<file path="src/rtl/core/mac_learning_switch_table_assert.svh">
// Assertion macros shared by the MAC learning table RTL.
// Depends on nothing; included by the top level only.
`ifndef MAC_LEARNING_SWITCH_TABLE_ASSERT_SVH
`define MAC_LEARNING_SWITCH_TABLE_ASSERT_SVH

// Same-cycle implication, disabled while reset is asserted.
`define MLST_ASSERT_NOW(name, clk, rst_n, ante, cons, msg) \
    name: assert property (@(posedge clk) disable iff (!rst_n) (ante) |-> (cons)) \
        else $error(msg);

// Next-cycle implication, disabled while reset is asserted.
`define MLST_ASSERT_NEXT(name, clk, rst_n, ante, cons, msg) \
    name: assert property (@(posedge clk) disable iff (!rst_n) (ante) |=> (cons)) \
        else $error(msg);

`endif

</file>
<file path="src/rtl/core/mlst_pkg.sv">
// Shared types and constants of the MAC learning table.
// No dependencies; used by mlst_ctrl, mlst_dp and the top level.
`default_nettype none

package mlst_pkg;

    localparam int unsigned MAC_W  = 48;
    localparam int unsigned PORT_W = 4;
    localparam int unsigned STAT_W = 2;

    // Default table depth.
    localparam int unsigned TABLE_ENTRIES_DEF = 64;

    localparam logic [MAC_W-1:0] BCAST_MAC = {MAC_W{1'b1}};

    // Learn status codes.
    localparam logic [STAT_W-1:0] LS_SAME  = 2'd0;
    localparam logic [STAT_W-1:0] LS_ADDED = 2'd1;
    localparam logic [STAT_W-1:0] LS_MOVED = 2'd2;
    localparam logic [STAT_W-1:0] LS_FULL  = 2'd3;

    // One received frame header.
    typedef struct packed {
        logic [MAC_W-1:0]  src_mac;
        logic [MAC_W-1:0]  dst_mac;
        logic [PORT_W-1:0] recv_port;
    } hdr_t;

    // One forwarding decision.
    typedef struct packed {
        logic              flood;
        logic [PORT_W-1:0] out_port;
        logic [STAT_W-1:0] learn_status;
    } fwd_t;

    // Commands from the controller to the datapath.
    typedef struct packed {
        logic capture;
        logic rd_en;
        logic resolve;
    } cmd_t;

    // Status from the datapath to the controller.
    typedef struct packed {
        logic tbl_empty;
        logic scan_last;
        logic out_free;
    } sts_t;

endpackage

`default_nettype wire

</file>
<file path="src/rtl/core/mlst_ctrl.sv">
// Sequencer of the MAC learning table: accept, scan, drain, resolve.
// Depends on mlst_pkg for the command and status structs.
`default_nettype none

module mlst_ctrl (
    input  wire logic          clk,
    input  wire logic          rst_n,
    input  wire logic          hdr_valid,
    output logic               hdr_stall,
    input  wire mlst_pkg::sts_t sts,
    output mlst_pkg::cmd_t     cmd
);

    localparam logic [1:0] ST_IDLE    = 2'd0;
    localparam logic [1:0] ST_SCAN    = 2'd1;
    localparam logic [1:0] ST_DRAIN   = 2'd2;
    localparam logic [1:0] ST_RESOLVE = 2'd3;

    logic [1:0] state_reg;
    logic [1:0] state_next;

    // Next state and commands.
    always_comb
    begin
        state_next  = state_reg;
        cmd.capture = 1'b0;
        cmd.rd_en   = 1'b0;
        cmd.resolve = 1'b0;
        case (state_reg)
            ST_IDLE:
            begin
                if (hdr_valid)
                begin
                    cmd.capture = 1'b1;
                    state_next  = sts.tbl_empty ? ST_RESOLVE : ST_SCAN;
                end
            end
            ST_SCAN:
            begin
                cmd.rd_en = 1'b1;
                if (sts.scan_last)
                begin
                    state_next = ST_DRAIN;
                end
            end
            ST_DRAIN:
            begin
                // The last entry read is compared in this cycle.
                state_next = ST_RESOLVE;
            end
            ST_RESOLVE:
            begin
                if (sts.out_free)
                begin
                    cmd.resolve = 1'b1;
                    state_next  = ST_IDLE;
                end
            end
            default:
            begin
                state_next = ST_IDLE;
            end
        endcase
    end

    // State register.
    always_ff @(posedge clk or negedge rst_n)
    begin
        if (!rst_n)
        begin
            state_reg <= ST_IDLE;
        end
        else
        begin
            state_reg <= state_next;
        end
    end

    // A new header is taken only while idle.
    assign hdr_stall = (state_reg != ST_IDLE);

endmodule

`default_nettype wire

</file>
<file path="src/rtl/core/mlst_dp.sv">
// Datapath of the MAC learning table: table memory, fill count, scan
// compare, learn and forward decision, and output register.
// Depends on mlst_pkg for payload, command and status types.
`default_nettype none

module mlst_dp #(
    parameter int unsigned TABLE_ENTRIES = mlst_pkg::TABLE_ENTRIES_DEF
) (
    input  wire logic          clk,
    input  wire logic          rst_n,
    input  wire mlst_pkg::hdr_t hdr,
    input  wire mlst_pkg::cmd_t cmd,
    output mlst_pkg::sts_t     sts,
    output logic               fwd_valid,
    input  wire logic          fwd_stall,
    output mlst_pkg::fwd_t     fwd
);

    localparam int unsigned IDX_W = $clog2(TABLE_ENTRIES);
    localparam int unsigned CNT_W = $clog2(TABLE_ENTRIES + 1);
    localparam int unsigned ENT_W = mlst_pkg::MAC_W + mlst_pkg::PORT_W;

    // Table memory: one entry is {mac, port}.
    logic [ENT_W-1:0] tbl_mem [TABLE_ENTRIES];
    logic [ENT_W-1:0] rd_data_reg;

    // Captured header.
    mlst_pkg::hdr_t hdr_reg;

    // Scan pointer and compare pipeline.
    logic [CNT_W-1:0] scan_idx_reg;
    logic             cmp_vld_reg;
    logic [IDX_W-1:0] cmp_idx_reg;

    // Match results.
    logic                        src_hit_reg;
    logic [IDX_W-1:0]            src_idx_reg;
    logic [mlst_pkg::PORT_W-1:0] src_port_reg;
    logic                        dst_hit_reg;
    logic [mlst_pkg::PORT_W-1:0] dst_port_reg;

    // Fill count: entries are only ever appended, so slot i is valid when
    // i is below the count and the next free slot is the count itself.
    logic [CNT_W-1:0] fill_count_reg;
    logic [CNT_W-1:0] fill_count_next;

    logic             out_valid_reg;
    logic             out_valid_next;
    mlst_pkg::fwd_t   out_item_reg;

    logic [mlst_pkg::MAC_W-1:0]  rd_mac;
    logic [mlst_pkg::PORT_W-1:0] rd_port;
    logic                        src_match;
    logic                        dst_match;
    logic                        tbl_full;
    logic [mlst_pkg::STAT_W-1:0] learn_status;
    logic                        wr_en;
    logic [IDX_W-1:0]            wr_addr;
    mlst_pkg::fwd_t              result;

    assign rd_mac  = rd_data_reg[ENT_W-1:mlst_pkg::PORT_W];
    assign rd_port = rd_data_reg[mlst_pkg::PORT_W-1:0];

    // Compare the entry read in the previous cycle against both addresses.
    assign src_match = cmp_vld_reg && (rd_mac == hdr_reg.src_mac);
    assign dst_match = cmp_vld_reg && (rd_mac == hdr_reg.dst_mac);

    assign tbl_full = (fill_count_reg == CNT_W'(TABLE_ENTRIES));

    // Learn decision.
    always_comb
    begin
        if (src_hit_reg)
        begin
            learn_status = (src_port_reg == hdr_reg.recv_port) ?
                           mlst_pkg::LS_SAME : mlst_pkg::LS_MOVED;
        end
        else
        begin
            learn_status = tbl_full ? mlst_pkg::LS_FULL : mlst_pkg::LS_ADDED;
        end
    end

    assign wr_en   = cmd.resolve && (learn_status != mlst_pkg::LS_SAME) &&
                     (learn_status != mlst_pkg::LS_FULL);
    assign wr_addr = src_hit_reg ? src_idx_reg : fill_count_reg[IDX_W-1:0];

    // Forward decision. Learning comes first, so a destination equal to the
    // source hits on the arrival port unless the source could not be stored.
    always_comb
    begin
        result.learn_status = learn_status;
        result.out_port     = hdr_reg.recv_port;
        result.flood        = 1'b1;
        if (hdr_reg.dst_mac == mlst_pkg::BCAST_MAC)
        begin
            result.flood = 1'b1;
        end
        else if (hdr_reg.dst_mac == hdr_reg.src_mac)
        begin
            result.flood = (learn_status == mlst_pkg::LS_FULL);
        end
        else if (dst_hit_reg)
        begin
            result.flood    = 1'b0;
            result.out_port = dst_port_reg;
        end
        else
        begin
            result.flood = 1'b1;
        end
    end

    // Table write and registered read.
    always_ff @(posedge clk)
    begin
        if (wr_en)
        begin
            tbl_mem[wr_addr] <= {hdr_reg.src_mac, hdr_reg.recv_port};
        end
        if (cmd.rd_en)
        begin
            rd_data_reg <= tbl_mem[scan_idx_reg[IDX_W-1:0]];
        end
    end

    // Payload registers.
    always_ff @(posedge clk)
    begin
        if (cmd.capture)
        begin
            hdr_reg <= hdr;
        end
        if (cmd.rd_en)
        begin
            cmp_idx_reg <= scan_idx_reg[IDX_W-1:0];
        end
        if (src_match)
        begin
            src_idx_reg  <= cmp_idx_reg;
            src_port_reg <= rd_port;
        end
        if (dst_match)
        begin
            dst_port_reg <= rd_port;
        end
        if (cmd.resolve)
        begin
            out_item_reg <= result;
        end
    end

    // Next fill count and output valid.
    always_comb
    begin
        fill_count_next = fill_count_reg;
        if (wr_en && !src_hit_reg)
        begin
            fill_count_next = fill_count_reg + CNT_W'(1);
        end
        out_valid_next = out_valid_reg && fwd_stall;
        if (cmd.resolve)
        begin
            out_valid_next = 1'b1;
        end
    end

    // Control registers.
    always_ff @(posedge clk or negedge rst_n)
    begin
        if (!rst_n)
        begin
            scan_idx_reg   <= '0;
            cmp_vld_reg    <= 1'b0;
            src_hit_reg    <= 1'b0;
            dst_hit_reg    <= 1'b0;
            fill_count_reg <= '0;
            out_valid_reg  <= 1'b0;
        end
        else
        begin
            cmp_vld_reg    <= cmd.rd_en;
            fill_count_reg <= fill_count_next;
            out_valid_reg  <= out_valid_next;
            if (cmd.capture)
            begin
                scan_idx_reg <= '0;
                src_hit_reg  <= 1'b0;
                dst_hit_reg  <= 1'b0;
            end
            else
            begin
                if (cmd.rd_en)
                begin
                    scan_idx_reg <= scan_idx_reg + CNT_W'(1);
                end
                if (src_match)
                begin
                    src_hit_reg <= 1'b1;
                end
                if (dst_match)
                begin
                    dst_hit_reg <= 1'b1;
                end
            end
        end
    end

    assign sts.tbl_empty = (fill_count_reg == '0);
    assign sts.scan_last = ((scan_idx_reg + CNT_W'(1)) == fill_count_reg);
    assign sts.out_free  = !out_valid_reg || !fwd_stall;

    assign fwd_valid = out_valid_reg;
    assign fwd       = out_item_reg;

endmodule

`default_nettype wire

</file>
<file path="src/rtl/core/mac_learning_switch_table.sv">
// MAC learning table of a transparent Ethernet bridge. Each header item
// (source, destination, arrival port) first teaches the table its source
// address: a new address is added in the next free slot, a known one on a
// different port is moved, and when the table is full a new address is not
// stored and learn_status reports it. The destination is then looked up:
// broadcast or unknown addresses flood (out_port echoes the arrival port),
// known ones go unicast to their stored port. Entries never age out. An
// item is accepted, every learned entry is read once through the single
// read port of the table memory, the last one read gets a final compare,
// and the decision commits once the output register is free; an empty
// table skips the scan and the final compare. The output register lets the
// next header be accepted while a decision waits to be taken.
// Depends on mlst_pkg, mlst_ctrl, mlst_dp and the assertion macro header.
`default_nettype none

`include "mac_learning_switch_table_assert.svh"

module mac_learning_switch_table #(
    parameter int unsigned TABLE_ENTRIES = mlst_pkg::TABLE_ENTRIES_DEF
) (
    input  wire logic          clk,
    input  wire logic          rst_n,
    input  wire logic          hdr_valid,
    output logic               hdr_stall,
    input  wire mlst_pkg::hdr_t hdr,
    output logic               fwd_valid,
    input  wire logic          fwd_stall,
    output mlst_pkg::fwd_t     fwd
);

    mlst_pkg::cmd_t cmd;
    mlst_pkg::sts_t sts;
    logic           hdr_accept;

    // Sequencer.
    mlst_ctrl u_ctrl (
        .clk       (clk),
        .rst_n     (rst_n),
        .hdr_valid (hdr_valid),
        .hdr_stall (hdr_stall),
        .sts       (sts),
        .cmd       (cmd)
    );

    // Table and decision logic.
    mlst_dp #(
        .TABLE_ENTRIES (TABLE_ENTRIES)
    ) u_dp (
        .clk       (clk),
        .rst_n     (rst_n),
        .hdr       (hdr),
        .cmd       (cmd),
        .sts       (sts),
        .fwd_valid (fwd_valid),
        .fwd_stall (fwd_stall),
        .fwd       (fwd)
    );

    assign hdr_accept = hdr_valid && !hdr_stall;

    // An accepted item blocks the input until it has been resolved.
    `MLST_ASSERT_NEXT(a_busy_after_accept, clk, rst_n, hdr_accept, hdr_stall, "no stall after accept")

    // A result only commits when the output register can take it.
    `MLST_ASSERT_NOW(a_resolve_out_free, clk, rst_n, cmd.resolve, sts.out_free, "resolve while full")

    // A new result appears only right after a commit.
    `MLST_ASSERT_NOW(a_out_from_resolve, clk, rst_n, $rose(fwd_valid), $past(cmd.resolve), "no commit")

    // Table reads only happen while an item is in progress.
    `MLST_ASSERT_NOW(a_read_when_busy, clk, rst_n, cmd.rd_en, hdr_stall && !cmd.capture, "stray read")

endmodule

`default_nettype wire
</file>
<file path="config.mk">
export PLATFORM = sky130hd
export DESIGN_NAME = mac_learning_switch_table
export DESIGN_NICKNAME = d
export VERILOG_FILES = /design/src/rtl/core/mlst_pkg.sv /design/src/rtl/core/mlst_ctrl.sv /design/src/rtl/core/mlst_dp.sv /design/src/rtl/core/mac_learning_switch_table.sv
export VERILOG_INCLUDE_DIRS = /design/src /design/src/rtl/core
export SDC_FILE = /design/constraint.sdc
export NUM_CORES = 2
export LEC_CHECK = 0
export BUFFER_PORTS_ARGS = -buffer_cell sky130_fd_sc_hd__buf_2
export CORE_ASPECT_RATIO = 1.2
export CORE_MARGIN = 2
export CORE_UTILIZATION = 55
export DETAILED_ROUTE_END_ITERATION = 16
export GPL_ROUTABILITY_DRIVEN = 0
export PLACE_DENSITY = 0.71
export SLEW_MARGIN = 20
export SYNTH_ARGS = -nofsm -noshare
export SYNTH_HDL_FRONTEND = slang
export SYNTH_HIERARCHICAL = 1
export SYNTH_SLANG_ARGS = --single-unit
</file>
<file path="constraint.sdc">
create_clock -name clk -period 7.1 [get_ports clk]
set_clock_uncertainty 0.2 [all_clocks]
set_input_delay 1.42 -clock clk [delete_from_list [all_inputs] [get_ports clk]]
set_output_delay 1.42 -clock clk [all_outputs]
set_load 0.005 [all_outputs]
</file>
; ---- Yosys cells after proc, flatten, opt, wreduce, memory -nomap -nowiden
; Memory sizes are Yosys's and may differ from the RTL's. A register that Yosys moved wholly into a read port is not among the register bits.
; Cells that the tools add are included.
; W data, S select, Z words.
[classes]
add_sub_neg = 2
eq_ne = 15
mux = 28
reduce_logical = 18
[ops]
columns = cell, count
row1 = $eq A48 B48 Y1, 3
row2 = $eq A48 B48 Y1 const B, 1
row3 = $add A7 B1 Y7 const B, 2
row4 = $mux W1, 14
row5 = $mux W2, 7
row6 = $mux W7, 2
row7 = $mux W4, 3
row8 = $reduce_bool A2 Y1, 5
row9 = $ne A2 B2 Y1 const B, 4
row10 = $pmux W2 S4, 1
row11 = $eq A7 B7 Y1, 1
row12 = $eq A7 B7 Y1 const B, 1
row13 = $logic_not A7 Y1, 1
row14 = $eq A2 B2 Y1 const B, 3
row15 = $logic_and A1 B1 Y1, 6
row16 = $mux W6, 1
row17 = $eq A4 B4 Y1, 1
row18 = $logic_not A1 Y1, 3
row19 = $reduce_and A3 Y1, 1
row20 = $eq A2 B1 Y1 const B, 1
row21 = $logic_not A2 Y1, 1
row22 = $logic_or A1 B1 Y1, 1
[totals]
register_bits = 147
ramBits = 3328
out_inout_bits = 9
n_memories = 1
[memory_table]
columns = memory, words, width, rd, rd_clocked_by_memory_dff, write_ports, line_no
row1 = u_dp.tbl_mem, 64, 52, 1, 1, 1, mlst_dp.sv:24  ; logic [ENT_W-1:0] tbl_mem [TABLE_ENTRIES];

; ---- Depth between registers and ports, before layout
[logic_depth]
depth_word = 8
mapped_depth = 13

; ---- By module
; The synthesis kept the hierarchy.
[modules_own_cells]
columns = module, n_inst, cells_per_inst, area_per_inst_um2
row1 = mlst_dp, 1, 6050, 135313.5
row2 = mlst_ctrl, 1, 20, 188.9

; ---- Worst setup path before layout
; OpenSTA, ideal clock, no wires.
[synth_timing]
kind = input to register
start = in hdr_valid
end = reg u_dp.src_hit_reg
setup_time_ns = 0.119
t_arrival_ns = 6.250
required_ns = 6.781
path_slack_ns = 0.531
cell_stages = 4
path_cell_list = clkinv_1 > nor2_1 > buf_1 > o21ba_2
[synth_rtl]
columns = element, line_no
row1 = from (decl), mac_learning_switch_table.sv:23  ; input wire logic hdr_valid,
row2 = to (signal assigned), mlst_dp.sv:175  ; src_hit_reg <= 1'b0;
row3 = to (signal assigned), mlst_dp.sv:188  ; src_hit_reg <= 1'b0;
row4 = to (signal assigned), mlst_dp.sv:199  ; src_hit_reg <= 1'b1;
row5 = to (decl), mlst_dp.sv:36  ; logic src_hit_reg;

; ---- Final worst setup path
[layout_timing]
start = reg u_dp/hdr_reg[2] (netlist bit)
end = mem u_dp/tbl_mem[41][4] (netlist bit), enable pin
[layout_via]
elab_chain_len = 8
elab_cells_between_ends = 9
classes_between = 2 x eq/ne / 4 x mux / 3 x reduce/logical
[layout_rtl]
columns = element, line_no
row1 = from (decl), mlst_dp.sv:28  ; mlst_pkg::hdr_t hdr_reg;
row2 = from (signal assigned), mlst_dp.sv:132  ; hdr_reg <= hdr;
row3 = $eq A4 B4 Y1 *, mlst_dp.sv:75  ; learn_status = (src_port_reg == hdr_reg.recv_port) ?
row4 = $mux W2 *, mlst_dp.sv:75
row5 = $mux W2 *, mlst_dp.sv:73  ; if (src_hit_reg)
row6 = $reduce_bool A2 Y1, mlst_dp.sv:84  ; assign wr_en = cmd.resolve && (learn_status != mlst_pkg::LS_SAME) &&
row7 = $logic_and A1 B1 Y1, mlst_dp.sv:84
row8 = $logic_and A1 B1 Y1 *, mlst_dp.sv:84
row9 = $mux W1 *, mlst_dp.sv:117  ; if (wr_en)
row10 = $mux W1 (implied by the code) *, mlst_dp.sv:119  ; tbl_mem[wr_addr] <= {hdr_reg.src_mac, hdr_reg.recv_port};
row11 = to (decl), mlst_dp.sv:24
; Every way passes the cells marked *; elsewhere a longest branch is shown, timed or not.

==> flow_summary.yaml <==
setup_path:
  slowest_delay_ns: 0.87
  path_common_cell: "buf_4"
  cp.depth: 8
  reg2reg_from: "u_dp/hdr_reg[2]$_DFFE_PP_"
  rr_endpoint: "u_dp/tbl_mem[41][4]$_DFFE_PP_"
  crit_buf_inv: 2
  crit_chain: "buf_4 -> xnor2_1 -> nand3_1 -> nor3_1 -> or3b_2 -> nand2b_2 -> nor2_4 -> buf_4"
  crit_start: "u_dp/hdr_reg[2]$_DFFE_PP_"
  r2r_cells: 8
  crit_required_ns: 7.42
  critPathMaxFanout: 66
  endpoint_kind: "flip-flop"
  cpMaxStageDelayCell: "nor2_4"
  startpoint_type: "flip-flop"
  endpoint: "u_dp/tbl_mem[41][4]$_DFFE_PP_"
  crit_arrival_ns: 4.93
  crit_type: "flip-flop to flip-flop"
  reg2reg_slack_ns: 2.49
  crit_family: "simple AND/OR/NAND/NOR gates"
sta:
  finalHoldViolations: 0
  setup_slack_ns: 2.491
  fin_crit_ns: 4.609
  timing.fmax_mhz: 217.0
  setup_violations: 0
  period_share_pct: 64.91
  worst_pin_slew_ns: 1.428
  tns_ns: 0
  report.final.slew_viol_count: 0
  grt_setup_unrepaired: "false"
  slew_headroom_pct: 4.640
synthesis:
  synth_cell_types: 56
  synth_area_leaders: "edfxtp_1 (78%), mux4_2 (14%), mux2i_1 (1.3%), xor2_1 (0.74%), nand2_1 (0.63%)"
  synth_common_cells: "edfxtp_1 (3,507), mux4_2 (841), nand2_1 (227), mux2i_1 (179), nor2_1 (157)"
  yosysSeqAreaShare_pct: 78.09
  synth_fp_nets: 6182
  synth_top_area_share_pct: 77.72
  synth-seq-cells: 3527
  synth_area_leader_cell: "edfxtp_1"
  synth_ff_type: "edfxtp_1"
  synth_warnings: 6
  yosys.cell_count.top_type: "edfxtp_1"
  async_reset_ff_share_pct: 0.5671
  syn_avg_cell_area_um2: 22.32
  syn_inst: 6070
  synthesis.area_mm2: 0.1355
  synth_edf_count: 3507
clock_network:
  cts_resized: 0
  ctsLongestPathBuffers: 4
  postCtsHoldBufs: 0
  tritoncts: "yes"
  htreeDepth: 5
  cts_setup_buffers: 0
  path_clk_slew_ns: 0.06
  clk_latency_ns: 0.91
  clock_sinks: 3527
  cts_root_buffer: "clkbuf_16"
  cts_buffers: 340
cells_and_area:
  final_cells: 9969
  largest_register_ffs: 3328
  fillers: 16154
  drive_above_1_share_pct: 26.80
  area_growth_pct: 12.51
  fin_nets: 6587
  final_core_util_pct: 62.23
power:
  vdd_ir_drop_max_mv: 0.2759
  leakage_nw: 47.25
  power_density_mw_per_mm2: 374.2
place:
  portBuffers: 112
  detailed_place_hpwl_um: 244300
  placed_cells: 9349
  dp_slack_ns: 1.968
die:
  fp.coreArea_mm2: 0.2450
  ios: 113
  fp-row-count: 199
  initial_core_util_pct: 55.31
  die_area_mm2: 0.2504
  fp.dieH_um: 547.7
  die_x_um: 457.1
global_routing:
  antenna_found_initial: 32
  grt_max_degree: 107
  grt_pass1_vias: 67650
  grt_overflow: 0
  grtUsageTotal_pct: 31.70
  grt_pass1_wl_um: 545100
worst_hold_path:
  whs_path_depth: 0
  hold_class: "flip-flop to flip-flop"
  hp-start: "u_dp/cmp_idx_reg[3]$_DFFE_PP_"
detailed_routing:
  routed_wirelength_um: 397600
  viasPerCell: 6.982
  vias: 69602
  wl_per_cell_um: 39.88
  first_pass_iters: 8
  drtIter0Drc: 12295
  ant_nets: 0
  drc: 0
status:
  status: "completed"
job:
  drv_cap: 0
[kinds of logic after synthesis]
logic type / count (synthesis) / synth area share [%]
flip-flops: 3527 / 78.09
multiplexers: 1034 / 15.42
AND/OR/NAND/NOR: 551 / 1.802
AO/OA/AOI/OAI: 449 / 2.171
buffers and inverters: 339 / 1.401
XOR/XNOR: 162 / 1.047
adder cells (fa/ha/maj): 8 / 0.07387
[placed cells by master (no fill, tap or decap), types with 32 or more instances in the layout]
| cell type | count |
|---|---|
| xnor2_1 | 48 |
| nand2_1 | 227 |
| mux2i_1 | 179 |
| nor2_4 | 69 |
| buf_4 | 221 |
| edfxtp_1 | 3507 |
| clkbuf_16 | 340 |
| buf_2 | 112 |
| buf_12 | 42 |
| nor4_1 | 32 |
| a31oi_1 | 42 |
| clkinv_2 | 44 |
| bufinv_16 | 37 |
| a22oi_1 | 48 |
| o22ai_1 | 60 |
| mux4_2 | 841 |
| o21ai_0 | 59 |
| xor2_1 | 114 |
| clkbuf_1 | 70 |
| nor2_1 | 85 |
| a21oi_1 | 112 |
| clkinv_1 | 69 |
[routing by layer]
layer | part of all wire [%] | global-route usage [%] | vias up
met4 | 7.3 | 19.09 | 12
met2 | 46 | 48.32 | 5741
met3 | 13 | 7.923 | 1046
li1 | - | - | 26353
met5 | 0.023 | 0 | -
met1 | 33 | 41.78 | 36450
[worst min-delay path by stage]
stage                               endpoint  slack (ns)
4_1_cts        u_dp/src_idx_reg[3]$_DFFE_PP_        0.22
3_5_place_dp   u_dp/src_idx_reg[3]$_DFFE_PP_        0.20
2_1_floorplan  u_dp/src_idx_reg[0]$_DFFE_PP_        0.20
5_1_grt        u_dp/src_idx_reg[0]$_DFFE_PP_        0.22
3_3_place_gp   u_dp/src_idx_reg[2]$_DFFE_PP_        0.20
6_report       u_dp/src_idx_reg[3]$_DFFE_PP_        0.22
[per-stage QoR]
stage | cell area, um2 | hold WS, ns | total power [W]
after detailed placement | 141500 | 0.2045 | 0.03916
after global routing | 152400 | 0.2245 | 0.05832
after CTS | 152400 | 0.2175 | 0.05695
after floorplan | 135500 | 0.2003 | 0.03392
after global placement | 141400 | 0.2022 | 0.03899
final | 152500 | 0.2174 | 0.05705
[report_power, final]
group | leakage [nW] | internal [W] | switching (W)
Sequential | 31.8 | 0.0244 | 0.000880
Clock | 5.29 | 0.0103 | 0.00777
Combinational | 10.1 | 0.00524 | 0.00853
[worst reg2reg max path: stages, from the launching register on]
cell and delay (ns):
edfxtp_1 0.33, buf_4 0.64, xnor2_1 0.18, nand3_1 0.13, nor3_1 0.09, or3b_2 0.52, nand2b_2 0.59, nor2_4 0.88
buf_4 0.59
[area by class of cell]
| cell class | count | area (um2) | area share [%] |
|---|---|---|---|
| diodes | 10 | 25.02 | 0.01641 |
| clock buffers | 414 | 8826 | 5.789 |
| clock inverters | 196 | 2130 | 1.397 |
| inverters | 24 | 95.09 | 0.06237 |
| multi-input cells | 2204 | 28390 | 18.62 |
| flip-flops and latches | 3527 | 105800 | 69.42 |
| well taps | 3216 | 4024 | 2.639 |
| repair buffers | 378 | 3131 | 2.053 |
(Power assumes the default switching activity.)
